<file path="src/sv/skfb_pkg.sv">
// ----------------------------------------------------------------------------
// skfb_pkg
// Types, constants and fixed-point helpers of the scalar Kalman filter bank.
// ----------------------------------------------------------------------------
package skfb_pkg;

    // bank size default
    localparam int NUM_PILOTS_DEF = 64;

    // field widths
    localparam int IDX_W     = 6;
    localparam int VAL_W     = 16;
    localparam int CFG_IDX_W = 3;
    localparam int S_DATA_W  = 40;
    localparam int M_DATA_W  = 40;

    // configuration register indexes
    typedef enum logic [CFG_IDX_W-1:0] {
        CFG_STATE_TRANSITION = 3'd0,
        CFG_NOISE_GAIN       = 3'd1,
        CFG_MEAS_GAIN        = 3'd2,
        CFG_PROC_NOISE_VAR   = 3'd3,
        CFG_MEAS_NOISE_VAR   = 3'd4,
        CFG_INIT_COV         = 3'd5
    } t_cfg_idx;

    // configuration reset values
    localparam logic signed [VAL_W-1:0] RST_F  = 16'sd4096;
    localparam logic signed [VAL_W-1:0] RST_G  = 16'sd4096;
    localparam logic signed [VAL_W-1:0] RST_H  = 16'sd4096;
    localparam logic [VAL_W-1:0]        RST_R1 = 16'd410;
    localparam logic [VAL_W-1:0]        RST_R2 = 16'd410;
    localparam logic [VAL_W-1:0]        RST_Q0 = 16'd410;

    // pipeline geometry
    localparam int DIV_STEPS  = 16;
    localparam int DIV_LAT    = DIV_STEPS + 3;
    localparam int DIV_STAGE  = 8;
    localparam int PIPE_LEN   = DIV_STAGE + DIV_LAT + 2;
    localparam int FIFO_DEPTH = 32;
    localparam int CRD_W      = $clog2(FIFO_DEPTH + 1);

    // per-stage item tag and carried operands
    typedef struct packed {
        logic                    valid;
        logic                    wr;
        logic                    first;
        logic [IDX_W-1:0]        idx;
        logic signed [VAL_W-1:0] meas;
        logic signed [VAL_W-1:0] x0;
        logic signed [VAL_W-1:0] xp;
        logic signed [VAL_W:0]   err;
        logic [VAL_W-1:0]        p;
    } t_side;

    // gain divider request
    typedef struct packed {
        logic [56:0] num;
        logic [47:0] den;
        logic        neg;
        logic        zero;
    } t_div_req;

    // one result
    typedef struct packed {
        logic [VAL_W-1:0]        cov;
        logic signed [VAL_W-1:0] xf;
        logic [IDX_W-1:0]        idx;
    } t_result;

    // arithmetic shift right, rounding to nearest with ties away from zero
    function automatic logic signed [63:0] rnd_shr(input logic signed [63:0] v,
                                                   input int unsigned sh);
        logic        neg;
        logic [63:0] mag;
        neg = v[63];
        mag = neg ? 64'(-v) : 64'(v);
        mag = (mag + (64'd1 << (sh - 1))) >> sh;
        return neg ? -$signed(mag) : $signed(mag);
    endfunction

    function automatic logic signed [VAL_W-1:0] sat_s16(input logic signed [63:0] v);
        if (v > 64'sd32767) begin
            return 16'sh7fff;
        end else if (v < -64'sd32768) begin
            return 16'sh8000;
        end
        return v[VAL_W-1:0];
    endfunction

    function automatic logic [VAL_W-1:0] sat_u16(input logic signed [63:0] v);
        if (v > 64'sd65535) begin
            return 16'hffff;
        end else if (v < 64'sd0) begin
            return 16'h0000;
        end
        return v[VAL_W-1:0];
    endfunction

endpackage

</file>
<file path="src/sv/skfb_state_mem.sv">
// ----------------------------------------------------------------------------
// skfb_state_mem
// Per-pilot estimate and covariance store, one write and one registered read.
// ----------------------------------------------------------------------------
module skfb_state_mem #(
    parameter int DEPTH = skfb_pkg::NUM_PILOTS_DEF,
    parameter int AW    = (DEPTH > 1) ? $clog2(DEPTH) : 1
) (
    input  logic                       i_clk,
    input  logic [AW-1:0]              i_rd_addr,
    output logic [skfb_pkg::VAL_W-1:0] o_rd_est,
    output logic [skfb_pkg::VAL_W-1:0] o_rd_cov,
    input  logic                       i_wr_en,
    input  logic [AW-1:0]              i_wr_addr,
    input  logic [skfb_pkg::VAL_W-1:0] i_wr_est,
    input  logic [skfb_pkg::VAL_W-1:0] i_wr_cov
);
    import skfb_pkg::*;

    logic [2*VAL_W-1:0] r_mem [DEPTH];
    logic [2*VAL_W-1:0] r_rd;

    // write port
    always_ff @(posedge i_clk) begin
        if (i_wr_en) begin
            r_mem[i_wr_addr] <= {i_wr_est, i_wr_cov};
        end
    end

    // read port, registered
    always_ff @(posedge i_clk) begin
        r_rd <= r_mem[i_rd_addr];
    end

    assign o_rd_est = r_rd[2*VAL_W-1:VAL_W];
    assign o_rd_cov = r_rd[VAL_W-1:0];

endmodule

</file>
<file path="config.mk">
export PLATFORM = sky130hd
export DESIGN_NAME = skfb_state_mem
export DESIGN_NICKNAME = d
export VERILOG_FILES = /design/src/sv/skfb_pkg.sv /design/src/sv/skfb_state_mem.sv
export SDC_FILE = /design/constraint.sdc
export NUM_CORES = 2
export LEC_CHECK = 0
export ABC_AREA = 1
export BUFFER_PORTS_ARGS = -buffer_cell sky130_fd_sc_hd__buf_4
export CAP_MARGIN = 20
export CORE_MARGIN = 4
export CORE_UTILIZATION = 50
export CTS_CLUSTER_SIZE = 24
export DETAILED_ROUTE_END_ITERATION = 8
export PLACE_DENSITY = 0.72
export SETUP_SLACK_MARGIN = 0.05
export SLEW_MARGIN = 15
export SYNTH_ARGS = -nofsm -noshare
export SYNTH_HDL_FRONTEND = slang
export SYNTH_SLANG_ARGS = --single-unit
</file>
<file path="constraint.sdc">
create_clock -name i_clk -period 10.3 [get_ports i_clk]
set_input_delay 1.03 -clock i_clk [delete_from_list [all_inputs] [get_ports i_clk]]
set_output_delay 1.03 -clock i_clk [all_outputs]
set_load 0.02 [all_outputs]
</file>
Word-level counts from Yosys, hierarchy flattened
Memories as Yosys holds them, arrays and structs flattened. A register that Yosys moved wholly into a read port is not among the register bits.
Index checks and enable logic that the tools add are counted.
- register bits: 0
- bits in writable memories: 2048
- output and inout bits: 32
- memories kept: 1
- memories (name ; depth ; bits a word ; rd ports ; clocked after Yosys merged registers in ; wr ports ; RTL line ; source):
    r_mem ; 64 ; 32 ; 1 ; 1 ; 1 ; skfb_state_mem.sv:20 ; logic [2*VAL_W-1:0] r_mem [DEPTH];
- muxes and demuxes: 2
- operators by type and width (kind ; count):
    two-way mux 1 bit ; 2

Depth between registers and ports, before layout
- word-level depth: 2
- depth in mapped cells: 13
- gate-level depth less buffers: 9

Worst setup path before layout
No wires, ideal clock.
- path kind: input -> register
- from: in i_wr_en
- to: mem r_mem[48][0] (netlist bit), enable pin
- library setup time: 0.502 ns
- data arrival time: 4.658 ns
- slack: 5.140 ns
- cell stages on the path: 3
- path buffers: 1
- cell sequence: clkbuf_1 nand4_1 nor4_1
- longest elaborated chain between the ends: 2
- ends and longest elaborated chain (element ; RTL line ; source):
    from (decl) ; skfb_state_mem.sv:13 ; input logic i_wr_en,
    two-way mux 1 bit ; skfb_state_mem.sv:25 ; if (i_wr_en) begin
    two-way mux 1 bit (implied by the code) ; skfb_state_mem.sv:26 ; r_mem[i_wr_addr] <= {i_wr_est, i_wr_cov};
    to (decl) ; skfb_state_mem.sv:20 ;
No other way between the ends.

==> flow_summary.json <==
{
  "portBuffers": 77,
  "synth_seq_area_share_pct": 75.1,
  "crit_type": "in2reg",
  "p_total_mw": 17.5,
  "cap_violations": 0,
  "r2r_cells": 8,
  "hp-class": "in2reg",
  "tns_ns": 0,
  "min_to": "r_rd[9]",
  "syn_area_per_cell_um2": 12.2,
  "r2r-start": "r_mem[51][26]",
  "htree_levels": 4,
  "path_cells": "buf_8 -> buf_4 -> buf_12 -> buf_4 -> nand2_1 -> nand3_1 -> nand3_1 -> nand3_1 -> nand3_1 -> nand2_1 -> nand2_1 -> nand2_1",
  "worstPathArrival_ns": 5.15,
  "synth_compound_area_share_pct": 0,
  "place_ws_ns": 5.24,
  "status": "complete, no violations",
  "p_per_area_nw_per_um2": 191,
  "fin_crit_sh_pct": 42.7,
  "netlist_instances": 6769,
  "yosysUniqueCellTypes": 16,
  "via_count": 55100,
  "grt_pass1_wl_um": 344000,
  "die_y_um": 415,
  "start_util_pct": 50.2,
  "synth_area_um2": 82700,
  "drc_errors": 0,
  "cts_tree": "done",
  "grt-ovfl-total": 0,
  "ys_ff_latch": 2080,
  "synthTopCellsByArea": "edfxtp_1 (74%), nand3_1 (12%), nand2_1 (10%)",
  "core_um2": 165000,
  "grt_max_degree": 243,
  "clock_skew_ns": 0.0270,
  "muxShareOfSynthArea_pct": 0,
  "drtIter0Drc": 8667,
  "start_kind": "input pin",
  "final_antenna_net_count": 0,
  "critPathBufInv": 4,
  "rr_endpoint": "r_rd[26]",
  "mostFrequentLayoutCell": "nand2_1",
  "post_drt_wl_per_cell_um": 26.3,
  "grt_use_total_pct": 26.9,
  "die_w_um": 415,
  "endpoint_kind": "flop",
  "crit_path_top_delay_cell": "buf_4",
  "cts_resized": 0,
  "path_clk_slew_ns": 0.06,
  "worstPathMaxFanout": 178,
  "cp_top_family": "buffers and inverters",
  "wl_um": 238000,
  "postCtsHoldBufs": 0,
  "cts_setup_buffers": 0,
  "mostFrequentLayoutCells": "nand2_1 (2248), edfxtp_1 (2048), nand3_1 (1907)",
  "p_leak_nw": 31.9,
  "clockBufferDepth": 3,
  "grt_pass1_vias": 51900,
  "critPathMaxStageDelay_ns": 0.78,
  "yosys_warnings": 0,
  "timing.hold.ws_ns": 0.752,
  "final_nets": 6750,
  "min_delay_path_depth": 3,
  "clock.fmax_ghz": 0.228,
  "fin_ws_ns": 5.91,
  "fp.dieArea_um2": 172000,
  "synth_largest_area_cell": "edfxtp_1",
  "root_buffer": "clkbuf_16",
  "worst_hold_startpoint": "i_rd_addr[5]",
  "synth_top_area_share_pct": 74.3,
  "period_minus_slack_ns": 4.39,
  "dr.pass1.iters": 6,
  "slew-limit-headroom_pct": 14.2,
  "hpwl_um": 118000,
  "drive_above_1_share_pct": 7.57,
  "syn_nets": 6815,
  "synth_simple_gate_area_share_pct": 22.1,
  "finalHoldViolCount": 0,
  "numClockSinks": 2080,
  "finalSetupViolCount": 0,
  "synth_top_family_by_area": "simple AND/OR/NAND/NOR gates",
  "areaGrowthSynthToFinish_pct": 10.5,
  "gp_congestion": 0.838,
  "avgViaCountPerCell": 6.08,
  "synth-xor-area-share_pct": 0,
  "peakVddDrop_mv": 0.192,
  "rrSetupSlack_ns": 8.44,
  "rows": 149,
  "final-max-slew-violation-count": 0,
  "crit_required_ns": 11.06,
  "cts_buffers": 193,
  "antenna_found_initial": 23,
  "clkLatencyLatePin_ns": 0.83,
  "fillCellCount": 13100,
  "rsz0062_at_grt": "false",
  "tightest_slew_ns": 1.29,
  "pin_count": 78,
  "synth_fa_ha_area_share_pct": 0
}
-- synth_stat cells (all sizes together) --
master and count:
inv 12, nand2 2248, nand3 1907, nor2 56
nand4 9, edfxtp 2048, nor4 8, dfxtp 32
clkbuf 77, buf 372
-- layer usage --
metal,vias to the layer above,track usage (%),wire (µm)
li1,24000,-,-
met1,26800,35.6,85800
met2,3688,42.4,111000
met3,583,5.46,28400
met4,8,14.2,13400
met5,-,0,52
-- flip-flops by register name, summed over array words and instances, names as in the netlist --
signal	cells
r_mem	2048
r_rd	32
-- kinds of logic (layout without fill, tap and decap cells) --
| kind of cell | Yosys count | count (layout) |
|---|---|---|
| AND/OR/NAND/NOR | 4228 | 4228 |
| flip-flops | 2080 | 2080 |
| buffers and inverters | 461 | 557 |
| other | 0 | 10 |
-- report_power, final --
part	internal [mW]	total [mW]	switching (mW)
Clock	3.94	6.96	3.02
Sequential	9.37	9.42	0.0547
Combinational	0.246	1.08	0.838
Total	13.6	17.5	3.91
-- worst max-delay path by stage --
stage | depth (start not counted) | slack [ns] | endpoint | startpoint
final | 12 | 5.91 | r_rd[3] | i_rd_addr[0]
after global routing | 12 | 5.78 | r_rd[3] | i_rd_addr[0]
after CTS | 12 | 6.11 | r_rd[3] | i_rd_addr[0]
after detailed placement | 12 | 5.24 | r_rd[3] | i_rd_addr[0]
after global placement | 10 | 5.33 | r_rd[3] | i_rd_addr[2]
after floorplan | 3 | 5.14 | r_mem[48][0] | i_wr_en
-- worst register-to-register path, stage by stage (launching register included) --
cell      delay (ns)
edfxtp_1        0.36
nand2_1         0.08
nand3_1         0.08
nand3_1         0.13
nand3_1         0.13
nand3_1         0.27
nand2_1         0.18
nand2_1         0.40
nand2_1         0.11
-- cell type report --
cell class | instances | area [µm²] | share of cell area (%)
antenna | 10 | 25.0 | 0.0274
clock buffer | 260 | 5300 | 5.80
clock inverter | 96 | 812 | 0.889
tap | 2189 | 2740 | 3.00
inverter | 12 | 83.8 | 0.0917
sequential | 2080 | 62100 | 68.0
multi-input combinational | 4228 | 18800 | 20.5
timing repair buffer | 189 | 1520 | 1.66
-- through the flow --
stage	cells	cell area [µm²]	util (%)
4_1_cts	9054	91400	55.4
6_report	9064	91400	55.5
5_1_grt	9058	91400	55.4
2_1_floorplan	6769	82700	-
3_3_place_gp	8698	85300	51.7
3_5_place_dp	8698	85300	51.7
(Power assumes the default switching activity.)
