## src/sv/skfb_pkg.sv

```systemverilog
// ----------------------------------------------------------------------------
// skfb_pkg
// Types, constants and fixed-point helpers of the scalar Kalman filter bank.
// ----------------------------------------------------------------------------
package skfb_pkg;

    // bank size default
    localparam int NUM_PILOTS_DEF = 64;

    // field widths
    localparam int IDX_W     = 6;
    localparam int VAL_W     = 16;
    localparam int CFG_IDX_W = 3;
    localparam int S_DATA_W  = 40;
    localparam int M_DATA_W  = 40;

    // configuration register indexes
    typedef enum logic [CFG_IDX_W-1:0] {
        CFG_STATE_TRANSITION = 3'd0,
        CFG_NOISE_GAIN       = 3'd1,
        CFG_MEAS_GAIN        = 3'd2,
        CFG_PROC_NOISE_VAR   = 3'd3,
        CFG_MEAS_NOISE_VAR   = 3'd4,
        CFG_INIT_COV         = 3'd5
    } t_cfg_idx;

    // configuration reset values
    localparam logic signed [VAL_W-1:0] RST_F  = 16'sd4096;
    localparam logic signed [VAL_W-1:0] RST_G  = 16'sd4096;
    localparam logic signed [VAL_W-1:0] RST_H  = 16'sd4096;
    localparam logic [VAL_W-1:0]        RST_R1 = 16'd410;
    localparam logic [VAL_W-1:0]        RST_R2 = 16'd410;
    localparam logic [VAL_W-1:0]        RST_Q0 = 16'd410;

    // pipeline geometry
    localparam int DIV_STEPS  = 16;
    localparam int DIV_LAT    = DIV_STEPS + 3;
    localparam int DIV_STAGE  = 8;
    localparam int PIPE_LEN   = DIV_STAGE + DIV_LAT + 2;
    localparam int FIFO_DEPTH = 32;
    localparam int CRD_W      = $clog2(FIFO_DEPTH + 1);

    // per-stage item tag and carried operands
    typedef struct packed {
        logic                    valid;
        logic                    wr;
        logic                    first;
        logic [IDX_W-1:0]        idx;
        logic signed [VAL_W-1:0] meas;
        logic signed [VAL_W-1:0] x0;
        logic signed [VAL_W-1:0] xp;
        logic signed [VAL_W:0]   err;
        logic [VAL_W-1:0]        p;
    } t_side;

    // gain divider request
    typedef struct packed {
        logic [56:0] num;
        logic [47:0] den;
        logic        neg;
        logic        zero;
    } t_div_req;

    // one result
    typedef struct packed {
        logic [VAL_W-1:0]        cov;
        logic signed [VAL_W-1:0] xf;
        logic [IDX_W-1:0]        idx;
    } t_result;

    // arithmetic shift right, rounding to nearest with ties away from zero
    function automatic logic signed [63:0] rnd_shr(input logic signed [63:0] v,
                                                   input int unsigned sh);
        logic        neg;
        logic [63:0] mag;
        neg = v[63];
        mag = neg ? 64'(-v) : 64'(v);
        mag = (mag + (64'd1 << (sh - 1))) >> sh;
        return neg ? -$signed(mag) : $signed(mag);
    endfunction

    function automatic logic signed [VAL_W-1:0] sat_s16(input logic signed [63:0] v);
        if (v > 64'sd32767) begin
            return 16'sh7fff;
        end else if (v < -64'sd32768) begin
            return 16'sh8000;
        end
        return v[VAL_W-1:0];
    endfunction

    function automatic logic [VAL_W-1:0] sat_u16(input logic signed [63:0] v);
        if (v > 64'sd65535) begin
            return 16'hffff;
        end else if (v < 64'sd0) begin
            return 16'h0000;
        end
        return v[VAL_W-1:0];
    endfunction

endpackage

```

## src/sv/skfb_out_fifo.sv

```systemverilog
// ----------------------------------------------------------------------------
// skfb_out_fifo
// Result queue between the filter pipeline and the output stream.
// ----------------------------------------------------------------------------
module skfb_out_fifo #(
    parameter int DEPTH = skfb_pkg::FIFO_DEPTH
) (
    input  logic              i_clk,
    input  logic              i_rst_n,
    input  logic              i_push,
    input  skfb_pkg::t_result i_data,
    input  logic              i_pop,
    output logic              o_valid,
    output skfb_pkg::t_result o_data
);
    import skfb_pkg::*;

    localparam int PW = (DEPTH > 1) ? $clog2(DEPTH) : 1;
    localparam int CW = $clog2(DEPTH + 1);

    t_result         r_mem [DEPTH];
    logic [PW-1:0]   r_wr_ptr;
    logic [PW-1:0]   r_rd_ptr;
    logic [CW-1:0]   r_count;
    logic            pop_ok;

    assign pop_ok = i_pop && (r_count != '0);

    // storage
    always_ff @(posedge i_clk) begin
        if (i_push) begin
            r_mem[r_wr_ptr] <= i_data;
        end
    end

    // pointers and fill level
    always_ff @(posedge i_clk) begin
        if (!i_rst_n) begin
            r_wr_ptr <= '0;
            r_rd_ptr <= '0;
            r_count  <= '0;
        end else begin
            if (i_push) begin
                r_wr_ptr <= (r_wr_ptr == PW'(DEPTH - 1)) ? '0 : r_wr_ptr + 1'b1;
            end
            if (pop_ok) begin
                r_rd_ptr <= (r_rd_ptr == PW'(DEPTH - 1)) ? '0 : r_rd_ptr + 1'b1;
            end
            r_count <= r_count + CW'(i_push) - CW'(pop_ok);
        end
    end

    assign o_valid = (r_count != '0);
    assign o_data  = r_mem[r_rd_ptr];

endmodule

```

## config.mk

```make
export PLATFORM = sky130hd
export DESIGN_NAME = skfb_out_fifo
export DESIGN_NICKNAME = d
export VERILOG_FILES = /design/src/sv/skfb_pkg.sv /design/src/sv/skfb_out_fifo.sv
export SDC_FILE = /design/constraint.sdc
export NUM_CORES = 1
export LEC_CHECK = 0
export BUFFER_PORTS_ARGS = -buffer_cell sky130_fd_sc_hd__buf_4
export CORE_ASPECT_RATIO = 1.5
export CORE_MARGIN = 8
export CORE_UTILIZATION = 45
export DETAILED_ROUTE_END_ITERATION = 7
export SYNTH_ARGS = -nofsm -noshare
export SYNTH_HDL_FRONTEND = slang
export SYNTH_SLANG_ARGS = --single-unit
```

## constraint.sdc

```tcl
create_clock -name i_clk -period 4.55 [get_ports i_clk]
set_input_delay 0.2275 -clock i_clk [delete_from_list [all_inputs] [get_ports i_clk]]
set_output_delay 0.2275 -clock i_clk [all_outputs]
set_load 0.01 [all_outputs]
```

**Word-level counts from Yosys, hierarchy flattened**

Memory sizes are Yosys's and may differ from the RTL's. A register that Yosys moved wholly into a read port is not among the register bits.
Cells that the tools add are included.

- Mux-type cells: 6
- Reductions and logical operators: 2
- Equal/unequal tests: 2
- Add/subtract/negate cells: 4

Operators with widths:

| kind | count |
|---|---|
| $mux W5 | 4 |
| $add A5 B1 Y5 const B | 2 |
| $eq A5 B5 Y1 const B | 2 |
| $add A6 B1 Y6 | 1 |
| $reduce_bool A6 Y1 | 1 |
| $sub A6 B1 Y6 | 1 |
| $mux W1 | 2 |
| $logic_and A1 B1 Y1 | 1 |

- Input bits: 42
- Output and inout port bits: 39
- Register bits: 16
- Memories kept: 1
- Logic and storage cells: 18
- Memory bits (writable): 1216

Memories:

| memory | words | bits a word | read ports | clocked after Yosys merged registers in | wr ports | RTL line | source |
|---|---|---|---|---|---|---|---|
| r_mem | 32 | 38 | 1 | 1 | 1 | skfb_out_fifo.sv:21 | `t_result r_mem [DEPTH];` |

**Depth between registers and ports, before layout**

- Word-level depth: 4
- Depth in mapped cells: 14
- Depth with buffers taken out: 14

**Least setup slack after synthesis**

No wires, ideal clock.

- Path kind: reg2reg
- From: register r_wr_ptr[4]
- To: memory r_mem[24][0] (netlist bit) (enable)
- Required time: 4.070 ns
- Library setup time: 0.480 ns
- Period minus slack after synthesis: 3.895 ns
- Buffers on the path: 1
- Cell stages (with the launch flop): 4
- Slack: 0.655 ns
- Arrival: 3.415 ns
- Cells stage by stage: dfxtp_1 clkbuf_1 nand2_1 nor3_1

RTL lines:

| element | RTL line | source |
|---|---|---|
| start: declaration | skfb_out_fifo.sv:22 | `logic [PW-1:0] r_wr_ptr;` |
| start signal: assignment | skfb_out_fifo.sv:44 | `r_wr_ptr <= (r_wr_ptr == PW'(DEPTH - 1)) ? '0 : r_wr_ptr + 1'b1;` |
| end: declaration | skfb_out_fifo.sv:21 |  |

Straight into the memory's write port.

==> impl_metrics.env <==
export IMPL_outcome="complete, no violations"
export IMPL_post_cts_buffers=0
export IMPL_reg2regPathDepth=4
export IMPL_yosys_warnings=0
export IMPL_final_max_slew_viol_count=0
export IMPL_initial_core_util_pct=45.3
export IMPL_power_density_nw_per_um2=435
export IMPL_cp_required_ns=4.32
export IMPL_wl_met2_um=64500
export IMPL_syn_area_per_cell_sq_um=19.9
export IMPL_timing_final_ws_setup_ns=0.609
export IMPL_ys_seq_area_share_pct=77.5
export IMPL_cts_sinks=1237
export IMPL_synth_area_leaders="edfxtp_1 (77%), mux4_2 (7.2%), mux2_2 (3.5%)"
export IMPL_critPathTopFamily="flip-flops"
export IMPL_drive_gt1_share_pct=24.2
export IMPL_drv_cap=0
export IMPL_cts_tree="yes"
export IMPL_ir_drop_mv=0.338
export IMPL_path_clk_slew_ns=0.07
export IMPL_wl_met3_um=6770
export IMPL_maxUsedRoutingLayer="met4"
export IMPL_hp_start="i_pop"
export IMPL_dpl_hpwl_um=63200
export IMPL_worst_slew_pin_slew_ns=1.31
export IMPL_relSlewSlack_pct=12.7
export IMPL_cp_arrival_ns=3.71
export IMPL_finalCriticalPeriod_ns=3.94
export IMPL_grt_pass1_vias=24900
export IMPL_drc=0
export IMPL_clockBufferDepth=3
export IMPL_cts_resized=0
export IMPL_worstSetupStartpointType="flip-flop"
export IMPL_r2r_slack_ns=1.72
export IMPL_synth_fp_nets=2455
export IMPL_grt_max_degree=95
export IMPL_routed_wirelength_um=121000
export IMPL_gp_congestion=0.753
export IMPL_row_count=146
export IMPL_first_iter_violations=2125
export IMPL_crit_slowest_cell="dfxtp_4"
export IMPL_grt_pass1_wl_um=173000
export IMPL_num_io_pins=81
export IMPL_fin_crit_sh_pct=86.6
export IMPL_fin_skew_ns=0.0185
export IMPL_worstSkewPairLatency_ns=0.71
export IMPL_finalHoldViolCount=0
export IMPL_die_y_um=415
export IMPL_synth_area_sq_um=47600
export IMPL_fin_nets=2623
export IMPL_grt_ovfl_total=0
export IMPL_yosys_area_top_type="edfxtp_1"
export IMPL_fin_util_pct=51.5
export IMPL_crit_chain="buf_12 > mux2_2 > o21ai_1 > nor3_1 > or4_1 > buf_4"
export IMPL_crit_fanout=94
export IMPL_async_reset_ff_share_pct=0
export IMPL_yosys_register_bits=1237
export IMPL_path_class="flip-flop to output port"
export IMPL_synth_commonest_cells="edfxtp_1 (1216), mux4_2 (152), mux2_2 (146)"
export IMPL_finalSetupViolCount=0
export IMPL_htree_levels=3
export IMPL_path_buf_inv=2
export IMPL_worst_hold_path_endpoint="r_rd_ptr[4]"
export IMPL_worstHoldPathCells=4
export IMPL_yosysMostFrequentCell="edfxtp_1"
export IMPL_p_total_uw=23600
export IMPL_totalNegativeSetupSlack_ns=0
export IMPL_die_w_um=282
export IMPL_cts_root_buffer="clkbuf_16"
export IMPL_firstDrtPassIters=5
export IMPL_grt_util_all_layers_pct=20.5
export IMPL_syn_to_final_growth_pct=13.7
export IMPL_core_sq_um=105000
export IMPL_io_buffer_count=80
export IMPL_viasPerCell=5.91
export IMPL_synthDominantCellAreaShare_pct=76.6
export IMPL_cts_buffers=108
export IMPL_rsz0062_at_grt="no"
export IMPL_r2r_start="r_wr_ptr[3]"
export IMPL_synth_edf_count=1216
export IMPL_hold_class="input port to flip-flop"
export IMPL_ys_flop_type="edfxtp_1"
export IMPL_p_leak_uw=0.0167
export IMPL_postRouteAntennaNets=0
export IMPL_wl_met1_um=45800
export IMPL_regToRegEndpoint="r_mem[9][2]"
export IMPL_crit_path_end_kind="output port"
export IMPL_cpPeakStageDelay_ns=1.01
export IMPL_post_place_ws_ns=1.24
export IMPL_final_cells=4060
export IMPL_synth_cell_types=47
export IMPL_vias=24000
export IMPL_post_place_cells=3819
export IMPL_max_freq_mhz=254
export IMPL_grt_antenna_before_repair=3
export IMPL_postSynthCellCount=2397
export IMPL_dieArea_sq_um=117000
export IMPL_routedWlPerCell_um=29.8
[power breakdown]
part / total (uW) / internal [uW] / switching [uW]
combinational: 2090 / 909 / 1190
sequential: 12700 / 12600 / 71.7
clock: 8800 / 4810 / 4000
[placed cells by master (no fill, tap or decap), types with 78 or more instances in the layout]
cell type / Yosys / final
buf_4: 1 / 139
nor3_1: 89 / 78
clkbuf_16: 0 / 109
mux2_1: 83 / 83
mux2_2: 146 / 146
mux4_2: 152 / 152
edfxtp_1: 1216 / 1216
[per-layer routing]
layer | GRT usage [%] | up-vias
met1 | 24.9 | 12800
met2 | 37.0 | 744
met3 | 3.18 | 211
li1 | - | 10200
met5 | 0 | -
met4 | 6.47 | 0
[worst max path at each step]
stage                   end  depth (start not counted)        start
6_report         o_data[24]                          6    flip-flop
5_1_grt           o_data[6]                          5    flip-flop
4_1_cts           o_data[6]                          5    flip-flop
3_5_place_dp      o_data[6]                          5    flip-flop
3_3_place_gp      o_data[6]                          5    flip-flop
2_1_floorplan  r_mem[24][0]                          3  r_wr_ptr[4]
[flip-flops by register name, indices dropped and copies added (netlist names), named ones only]
| signal | cells |
|---|---|
| r_mem | 1216 |
| r_rd_ptr | 5 |
| r_count | 6 |
| r_wr_ptr | 5 |
[final cells by class]
type | instances | area, sq um
diodes | 3 | 7.51
clock buffers | 142 | 2850
clock inverters | 54 | 469
fillers | 8390 | 51100
inverters | 14 | 52.6
multi-input cells | 1008 | 10300
flip-flops and latches | 1237 | 36900
well taps | 1406 | 1760
repair buffers | 196 | 1760
[cell families (layout without fill, tap and decap cells)]
kind of cell / count (synthesis) / count (layout) / share of synthesized area, %
xor gates and xnor gates: 2 / 2 / 0.0368
DFF: 1237 / 1237 / 77.5
AOI/OAI and AO/OA: 325 / 325 / 4.65
other: 0 / 3 / 0
buffers and inverters: 152 / 406 / 1.39
muxes: 382 / 382 / 12.6
and+or+nand+nor: 283 / 283 / 3.35
adders and majority gates: 16 / 16 / 0.436
[stage by stage]
step / hold WS (ns) / cell area, sq um
2_1_floorplan: 0.326 / 47600
3_3_place_gp: 0.475 / 50400
3_5_place_dp: 0.486 / 50400
4_1_cts: 0.347 / 54200
5_1_grt: 0.397 / 54200
6_report: 0.395 / 54200
[repair_timing]
action                                 in CTS  in global routing
endpoints found under the hold margin    1229                  0
hold buffers                               42                  0
setup endpoints to repair                   0                  0
[worst register-to-register path, stage by stage (launching register included)]
cell and delay (ns):
dfxtp_1 0.60, nand2b_1 0.25, or2_2 0.41, nor2_4 0.61, buf_4 0.59
No activity file was read; power rests on OpenSTA's default activity.
