[src/sv/skfb_pkg.sv]
// ----------------------------------------------------------------------------
// skfb_pkg
// Types, constants and fixed-point helpers of the scalar Kalman filter bank.
// ----------------------------------------------------------------------------
package skfb_pkg;

    // bank size default
    localparam int NUM_PILOTS_DEF = 64;

    // field widths
    localparam int IDX_W     = 6;
    localparam int VAL_W     = 16;
    localparam int CFG_IDX_W = 3;
    localparam int S_DATA_W  = 40;
    localparam int M_DATA_W  = 40;

    // configuration register indexes
    typedef enum logic [CFG_IDX_W-1:0] {
        CFG_STATE_TRANSITION = 3'd0,
        CFG_NOISE_GAIN       = 3'd1,
        CFG_MEAS_GAIN        = 3'd2,
        CFG_PROC_NOISE_VAR   = 3'd3,
        CFG_MEAS_NOISE_VAR   = 3'd4,
        CFG_INIT_COV         = 3'd5
    } t_cfg_idx;

    // configuration reset values
    localparam logic signed [VAL_W-1:0] RST_F  = 16'sd4096;
    localparam logic signed [VAL_W-1:0] RST_G  = 16'sd4096;
    localparam logic signed [VAL_W-1:0] RST_H  = 16'sd4096;
    localparam logic [VAL_W-1:0]        RST_R1 = 16'd410;
    localparam logic [VAL_W-1:0]        RST_R2 = 16'd410;
    localparam logic [VAL_W-1:0]        RST_Q0 = 16'd410;

    // pipeline geometry
    localparam int DIV_STEPS  = 16;
    localparam int DIV_LAT    = DIV_STEPS + 3;
    localparam int DIV_STAGE  = 8;
    localparam int PIPE_LEN   = DIV_STAGE + DIV_LAT + 2;
    localparam int FIFO_DEPTH = 32;
    localparam int CRD_W      = $clog2(FIFO_DEPTH + 1);

    // per-stage item tag and carried operands
    typedef struct packed {
        logic                    valid;
        logic                    wr;
        logic                    first;
        logic [IDX_W-1:0]        idx;
        logic signed [VAL_W-1:0] meas;
        logic signed [VAL_W-1:0] x0;
        logic signed [VAL_W-1:0] xp;
        logic signed [VAL_W:0]   err;
        logic [VAL_W-1:0]        p;
    } t_side;

    // gain divider request
    typedef struct packed {
        logic [56:0] num;
        logic [47:0] den;
        logic        neg;
        logic        zero;
    } t_div_req;

    // one result
    typedef struct packed {
        logic [VAL_W-1:0]        cov;
        logic signed [VAL_W-1:0] xf;
        logic [IDX_W-1:0]        idx;
    } t_result;

    // arithmetic shift right, rounding to nearest with ties away from zero
    function automatic logic signed [63:0] rnd_shr(input logic signed [63:0] v,
                                                   input int unsigned sh);
        logic        neg;
        logic [63:0] mag;
        neg = v[63];
        mag = neg ? 64'(-v) : 64'(v);
        mag = (mag + (64'd1 << (sh - 1))) >> sh;
        return neg ? -$signed(mag) : $signed(mag);
    endfunction

    function automatic logic signed [VAL_W-1:0] sat_s16(input logic signed [63:0] v);
        if (v > 64'sd32767) begin
            return 16'sh7fff;
        end else if (v < -64'sd32768) begin
            return 16'sh8000;
        end
        return v[VAL_W-1:0];
    endfunction

    function automatic logic [VAL_W-1:0] sat_u16(input logic signed [63:0] v);
        if (v > 64'sd65535) begin
            return 16'hffff;
        end else if (v < 64'sd0) begin
            return 16'h0000;
        end
        return v[VAL_W-1:0];
    endfunction

endpackage

[src/sv/skfb_div.sv]
// ----------------------------------------------------------------------------
// skfb_div
// Pipelined restoring divider for the Kalman gain, one quotient bit a stage.
// ----------------------------------------------------------------------------
module skfb_div (
    input  logic                              i_clk,
    input  skfb_pkg::t_div_req                i_req,
    output logic signed [skfb_pkg::VAL_W-1:0] o_gain
);
    import skfb_pkg::*;

    t_div_req                r_in;
    logic [63:0]             r_rem  [0:DIV_STEPS];
    logic [63:0]             r_den  [0:DIV_STEPS];
    logic [DIV_STEPS-1:0]    r_q    [0:DIV_STEPS];
    logic                    r_neg  [0:DIV_STEPS];
    logic                    r_zero [0:DIV_STEPS];
    logic                    r_ovf  [0:DIV_STEPS];
    logic signed [VAL_W-1:0] r_gain;
    logic signed [VAL_W-1:0] n_gain;

    // input register
    always_ff @(posedge i_clk) begin
        r_in <= i_req;
    end

    // overflow check: quotient would not fit the bit count
    always_ff @(posedge i_clk) begin
        r_rem[0]  <= 64'(r_in.num);
        r_den[0]  <= 64'(r_in.den);
        r_q[0]    <= '0;
        r_neg[0]  <= r_in.neg;
        r_zero[0] <= r_in.zero;
        r_ovf[0]  <= 64'(r_in.num) >= (64'(r_in.den) << DIV_STEPS);
    end

    // one quotient bit per stage, MSB first
    for (genvar i = 0; i < DIV_STEPS; i++) begin : g_step
        logic [63:0] trial;
        assign trial = r_den[i] << (DIV_STEPS - 1 - i);

        always_ff @(posedge i_clk) begin
            if (r_rem[i] >= trial) begin
                r_rem[i+1] <= r_rem[i] - trial;
                r_q[i+1]   <= r_q[i] | (DIV_STEPS'(1) << (DIV_STEPS - 1 - i));
            end else begin
                r_rem[i+1] <= r_rem[i];
                r_q[i+1]   <= r_q[i];
            end
            r_den[i+1]  <= r_den[i];
            r_neg[i+1]  <= r_neg[i];
            r_zero[i+1] <= r_zero[i];
            r_ovf[i+1]  <= r_ovf[i];
        end
    end

    // sign and saturation
    always_comb begin
        if (r_zero[DIV_STEPS]) begin
            n_gain = '0;
        end else if (r_neg[DIV_STEPS]) begin
            if (r_ovf[DIV_STEPS] || (r_q[DIV_STEPS] > 16'd32768)) begin
                n_gain = 16'sh8000;
            end else begin
                n_gain = -$signed(r_q[DIV_STEPS]);
            end
        end else begin
            if (r_ovf[DIV_STEPS] || r_q[DIV_STEPS][DIV_STEPS-1]) begin
                n_gain = 16'sh7fff;
            end else begin
                n_gain = $signed(r_q[DIV_STEPS]);
            end
        end
    end

    always_ff @(posedge i_clk) begin
        r_gain <= n_gain;
    end

    assign o_gain = r_gain;

endmodule

[config.mk]
export PLATFORM = sky130hd
export DESIGN_NAME = skfb_div
export DESIGN_NICKNAME = d
export VERILOG_FILES = /design/src/sv/skfb_pkg.sv /design/src/sv/skfb_div.sv
export SDC_FILE = /design/constraint.sdc
export NUM_CORES = 2
export LEC_CHECK = 0
export ABC_CLOCK_PERIOD_IN_PS = 4200
export BUFFER_PORTS_ARGS = -buffer_cell sky130_fd_sc_hd__buf_4
export CAP_MARGIN = 20
export CORE_UTILIZATION = 50
export CTS_BUF_LIST = sky130_fd_sc_hd__clkbuf_4
export DETAILED_ROUTE_END_ITERATION = 12
export PLACE_DENSITY = 0.66
export SYNTH_ARGS = -nofsm -noshare
export SYNTH_HDL_FRONTEND = slang
export SYNTH_SLANG_ARGS = --single-unit
[constraint.sdc]
create_clock -name i_clk -period 4.2 [get_ports i_clk]
set_clock_uncertainty 0.05 [all_clocks]
set_input_delay 0.21 -clock i_clk [delete_from_list [all_inputs] [get_ports i_clk]]
set_output_delay 0.21 -clock i_clk [all_outputs]
set_load 0.05 [all_outputs]
Word level (Yosys, flattened, before mapping)
Memories as Yosys holds them, arrays and structs flattened.
Cells that the tools add are included.

word-level totals
  bits in registers = 123
  memory bits (writable) = 2,499
  input port bits = 108
  output and inout bits = 16
  memories kept = 6

memories
  name    depth  width  rd ports  clocked after memory_dff  write ports  line            text
  r_den   17     64     16        0                         17           skfb_div.sv:14  logic [63:0] r_den [0:DIV_STEPS];
  r_rem   17     64     16        0                         17           skfb_div.sv:13  logic [63:0] r_rem [0:DIV_STEPS];
  r_q     17     16     17        0                         17           skfb_div.sv:15  logic [DIV_STEPS-1:0] r_q [0:DIV_STEPS];
  r_neg   17     1      17        0                         17           skfb_div.sv:16  logic r_neg [0:DIV_STEPS];
  r_ovf   17     1      17        0                         17           skfb_div.sv:18  logic r_ovf [0:DIV_STEPS];
  r_zero  17     1      17        0                         17           skfb_div.sv:17  logic r_zero [0:DIV_STEPS];

cells by class
  $add $sub $neg = 17
  magnitude comparators = 18
  mux-type cells = 83
  bitwise logic cells = 32
  reductions and logical operators = 2

operators with widths
  kind                  number
  $ge 64x64->1          16
  $mux 64               16
  $sub 64x64->64        16
  $mux 16               19
  $ge 57x64->1          1
  $mux 1                48
  $or 1x1->1            32
  $gt 16x16->1 const B  1
  $neg 16->16           1
  $logic_or 1x1->1      2

Logic depth before layout (Yosys ltp)
An unclocked memory read counts as a cell.

  word-level depth = 5
  gate-level depth with buffers = 18

Least setup slack after synthesis
No wires, ideal clock.

  kind = register -> register
  start = mem r_rem[1][14]
  end = mem r_rem[2][37]
  setup time = 0.121 ns
  arrival time = 3.229 ns
  slack = 0.799 ns
  cell stages (with the launch flop) = 18
  path buffers = 2
  cell sequence = dfxtp_1 inv_1 ha_1 inv_1 fa_1 a211oi_1 o211ai_1 and3_1 a211o_1 o311ai_1 a211o_2 o21ai_2 a31oi_1 o21a_1 buf_6 inv_4 buf_6 mux2_4

RTL lines
  element          line
  start, declared  skfb_div.sv:13

==> flow_summary.toml <==
[sta]
holdWs_ns = 0.256
worst_slew_pin_slew_ns = 0.905
rsz0062_at_grt = "no"
setup_tns_ns = 0
finalCritPeriodShare = 0.970
max_freq_mhz = 246
setup_viol = 0
slew_headroom = 0.391
period_minus_slack_ns = 4.07
hold_viol_final = 0
slew_violations = 0

[setup_path]
required_ns = 5.39
reg2reg_depth = 13
r2r-end = "r_rem[1][54]"
critPathLaunchType = "flop"
endpoint_kind = "flop"
rrSetupSlack_ns = 0.13
crit_fanout = 4
r2r_start = "r_den[0][2]"
cp_data_arrival_time_ns = 5.27
crit_type = "reg -> reg"

[detailed_routing]
dr.first_iter.drc_count = 4664
postRouteWirelength_um = 274000
drt-wirelength-per-cell_um = 18.1
avgViaCountPerCell = 5.43
num_vias = 82100
ant_nets = 0
drc = 0
first_pass_iters = 6

[floorplanning]
io_pins = 124
die_h_um = 447
num_rows = 162
initial_core_util = 0.505
coreArea_sq_um = 196000
fp.dieArea_sq_um = 200000
die_w_um = 447

[power_and_ir_drop]
leakagePower_nw = 52.8
p_seq_frac = 0.327
pwr-share-comb = 0.465
internal-power_mw = 51.0
power-per-cell-area_nw_per_um2 = 735
switchingPower_mw = 33.1
ir_drop_v = 0.000338
sw_frac_of_total = 0.394
power.clock.fraction = 0.208

[finish]
multiInputGateArea_sq_um = 51700
drive_gt1_frac = 0.124
register_area_sq_um = 41900
fin_nets = 13100
fill_cells = 17400
area_growth_pct = 15.6
final_area_sq_um = 114000

[job]
cap_viol_max_count = 0

[synthesis]
yosys_warnings = 0
postSynthRegisterBits = 2095
yosysMostFrequentCell = "dfxtp_1"
synth.distinct_cells = 115
synth_common_cells = "2095 x dfxtp_1, 1153 x a21oi_1, 1015 x inv_1"
yosysTopAreaCell = "dfxtp_1"
synth-seq-area-share = 0.424
synthCells = 11200
ys.flop_type = "dfxtp_1"
avgSynthCellArea_sq_um = 8.83
synth_area_sq_um = 98900
synth_enable_flop_cells = 0
synth_area_leaders = "dfxtp_1 42%, ha_1 10%, a21oi_1 5.8%, xnor2_1 4.0%, inv_1 3.9%"
synth_top_area_share = 0.424
syn_nets = 12100
synthArstFlopShare = 0

[cts]
numCtsBuffers = 562
cts_tree = "built"
root_buffer = "clkbuf_4"
clock-sinks = 2095
clockBufferDepth = 4
worstSkewPairLatency_ns = 1.39
cts-htree-levels = 6
path_clk_slew_ns = 0.06

[global_route]
top_usage_layer = "met2"
grt-ovfl-total = 0
grt_max_degree = 72
grt_pass1_vias = 84700
grtUsageMet2 = 0.504
track_usage = 0.269
grt_use_met1 = 0.271
grt_antenna_before_repair = 3
grt_pass1_wl_um = 432000
grtUsageMet3 = 0.0424

[place]
gp_congestion = 0.977
io_buffers = 123
dpl_cell_area_sq_um = 104000
hpwl_um = 210000

[min_path]
hp-start = "r_zero[0][4]"
worstHoldPathCells = 0
hold_end = "r_zero[0][5]"
hold_class = "reg -> reg"

[status]
status = "finished clean"
==> registers in the layout, summed over array words and instances (netlist names) <==
register	count
o_gain	16
r_den	768
r_in	107
r_neg	17
r_ovf	17
r_q	136
r_rem	1017
r_zero	17
==> layout by cell type, fill, tap and decap left out, types with 86 or more instances in the layout <==
cell | synthesis | layout
o21bai_1 | 141 | 141
a21o_1 | 433 | 433
nand2b_1 | 98 | 98
a31oi_1 | 100 | 100
nand3_1 | 183 | 183
buf_4 | 1 | 437
xor2_1 | 302 | 302
dlygate4sd3_1 | 0 | 321
clkbuf_4 | 0 | 764
nand4_1 | 214 | 214
ha_1 | 804 | 804
o21ai_0 | 700 | 699
nor3_1 | 151 | 151
o21a_1 | 91 | 90
nor2_1 | 805 | 804
dfxtp_1 | 2095 | 2095
clkinv_1 | 0 | 99
nand2_1 | 830 | 830
a21oi_1 | 1153 | 1150
mux2_2 | 128 | 128
inv_1 | 1015 | 1014
xnor2_1 | 449 | 449
nor2b_1 | 86 | 86
==> power by group through the flow <==
| stage | Sequential (mW) | Combinational [mW] | Clock [mW] |
|---|---|---|---|
| after floorplan | 26.8 | 28.5 | 0 |
| after global placement | 27.8 | 37.8 | 0 |
| after detailed placement | 27.9 | 38.2 | 0 |
| after CTS | 27.4 | 38.7 | 18.1 |
| after global routing | 27.9 | 43.1 | 19.2 |
| final | 27.5 | 39.1 | 17.5 |
==> worst max path at each step <==
stage / endpoint / start / slack, ns / cells after the start
finish: r_rem[1][54] / r_den[0][2] / 0.13 / 13
global route: r_rem[2][62] / r_rem[1][14] / 0.006 / 15
CTS: r_rem[6][60] / r_den[0][320] / 0.02 / 15
detailed placement: r_rem[6][60] / r_den[0][320] / 0.03 / 15
global placement: r_rem[6][60] / r_den[0][320] / 0.08 / 15
floorplan: r_rem[2][37] / r_rem[1][14] / 0.80 / 17
==> stage by stage <==
step	total power [mW]	cells	util	setup WS, ns
final	84.1	15100	0.584	0.128
after CTS	84.2	15100	0.584	0.0180
after global routing	90.3	15100	0.584	0.00617
after global placement	65.6	13900	0.532	0.0757
after floorplan	55.2	11200	-	0.799
after detailed placement	66.1	13900	0.532	0.0321
==> final cells by class <==
cell class,instances,area share
tap,2624,0.0287
multi-input combinational,7688,0.452
clock buffer,764,0.0502
sequential,2095,0.367
timing repair buffer,772,0.0592
antenna,5,0.000109
inverter,1020,0.0335
clock inverter,168,0.00984
==> cell families (layout without fill, tap and decap cells) <==
group | after synthesis | in the layout | synth area share
AO/OA/AOI/OAI | 3151 | 3151 | 0.196
XOR/XNOR | 751 | 751 | 0.0665
multiplexers | 144 | 144 | 0.0165
other | 0 | 5 | 0
flip-flops | 2095 | 2095 | 0.424
adder cells (fa/ha/maj) | 819 | 819 | 0.105
AND/OR/NAND/NOR | 2823 | 2823 | 0.137
buffers and inverters | 1419 | 2724 | 0.0549
==> critical path: stages, from the launching register on <==
cell and delay, ns:
dfxtp_1 0.35, inv_1 0.05, ha_1 0.32, o21ai_0 0.16, a21oi_1 0.09, o311ai_1 0.52, nand3_1 0.21, a311o_1 0.39
o41ai_2 0.65, o31a_1 0.30, o21ai_1 0.17, a221oi_1 0.40, xor2_1 0.19, o21ai_1 0.08
==> what timing repair did <==
action | in CTS | in global routing
endpoints found under the hold margin | 107 | 0
buffers inserted | 0 | 3
hold buffers | 321 | 0
gates resized for setup | 0 | 12
endpoints found under the setup margin | 0 | 36
==> metal layers <==
| metal | wire (um) | part of all wire |
|---|---|---|
| met1 | 104000 | 0.38 |
| met2 | 140000 | 0.51 |
| met3 | 10500 | 0.038 |
| met4 | 18600 | 0.068 |
| met5 | 13 | 0.000047 |
Power figures use the tool's default switching activity.
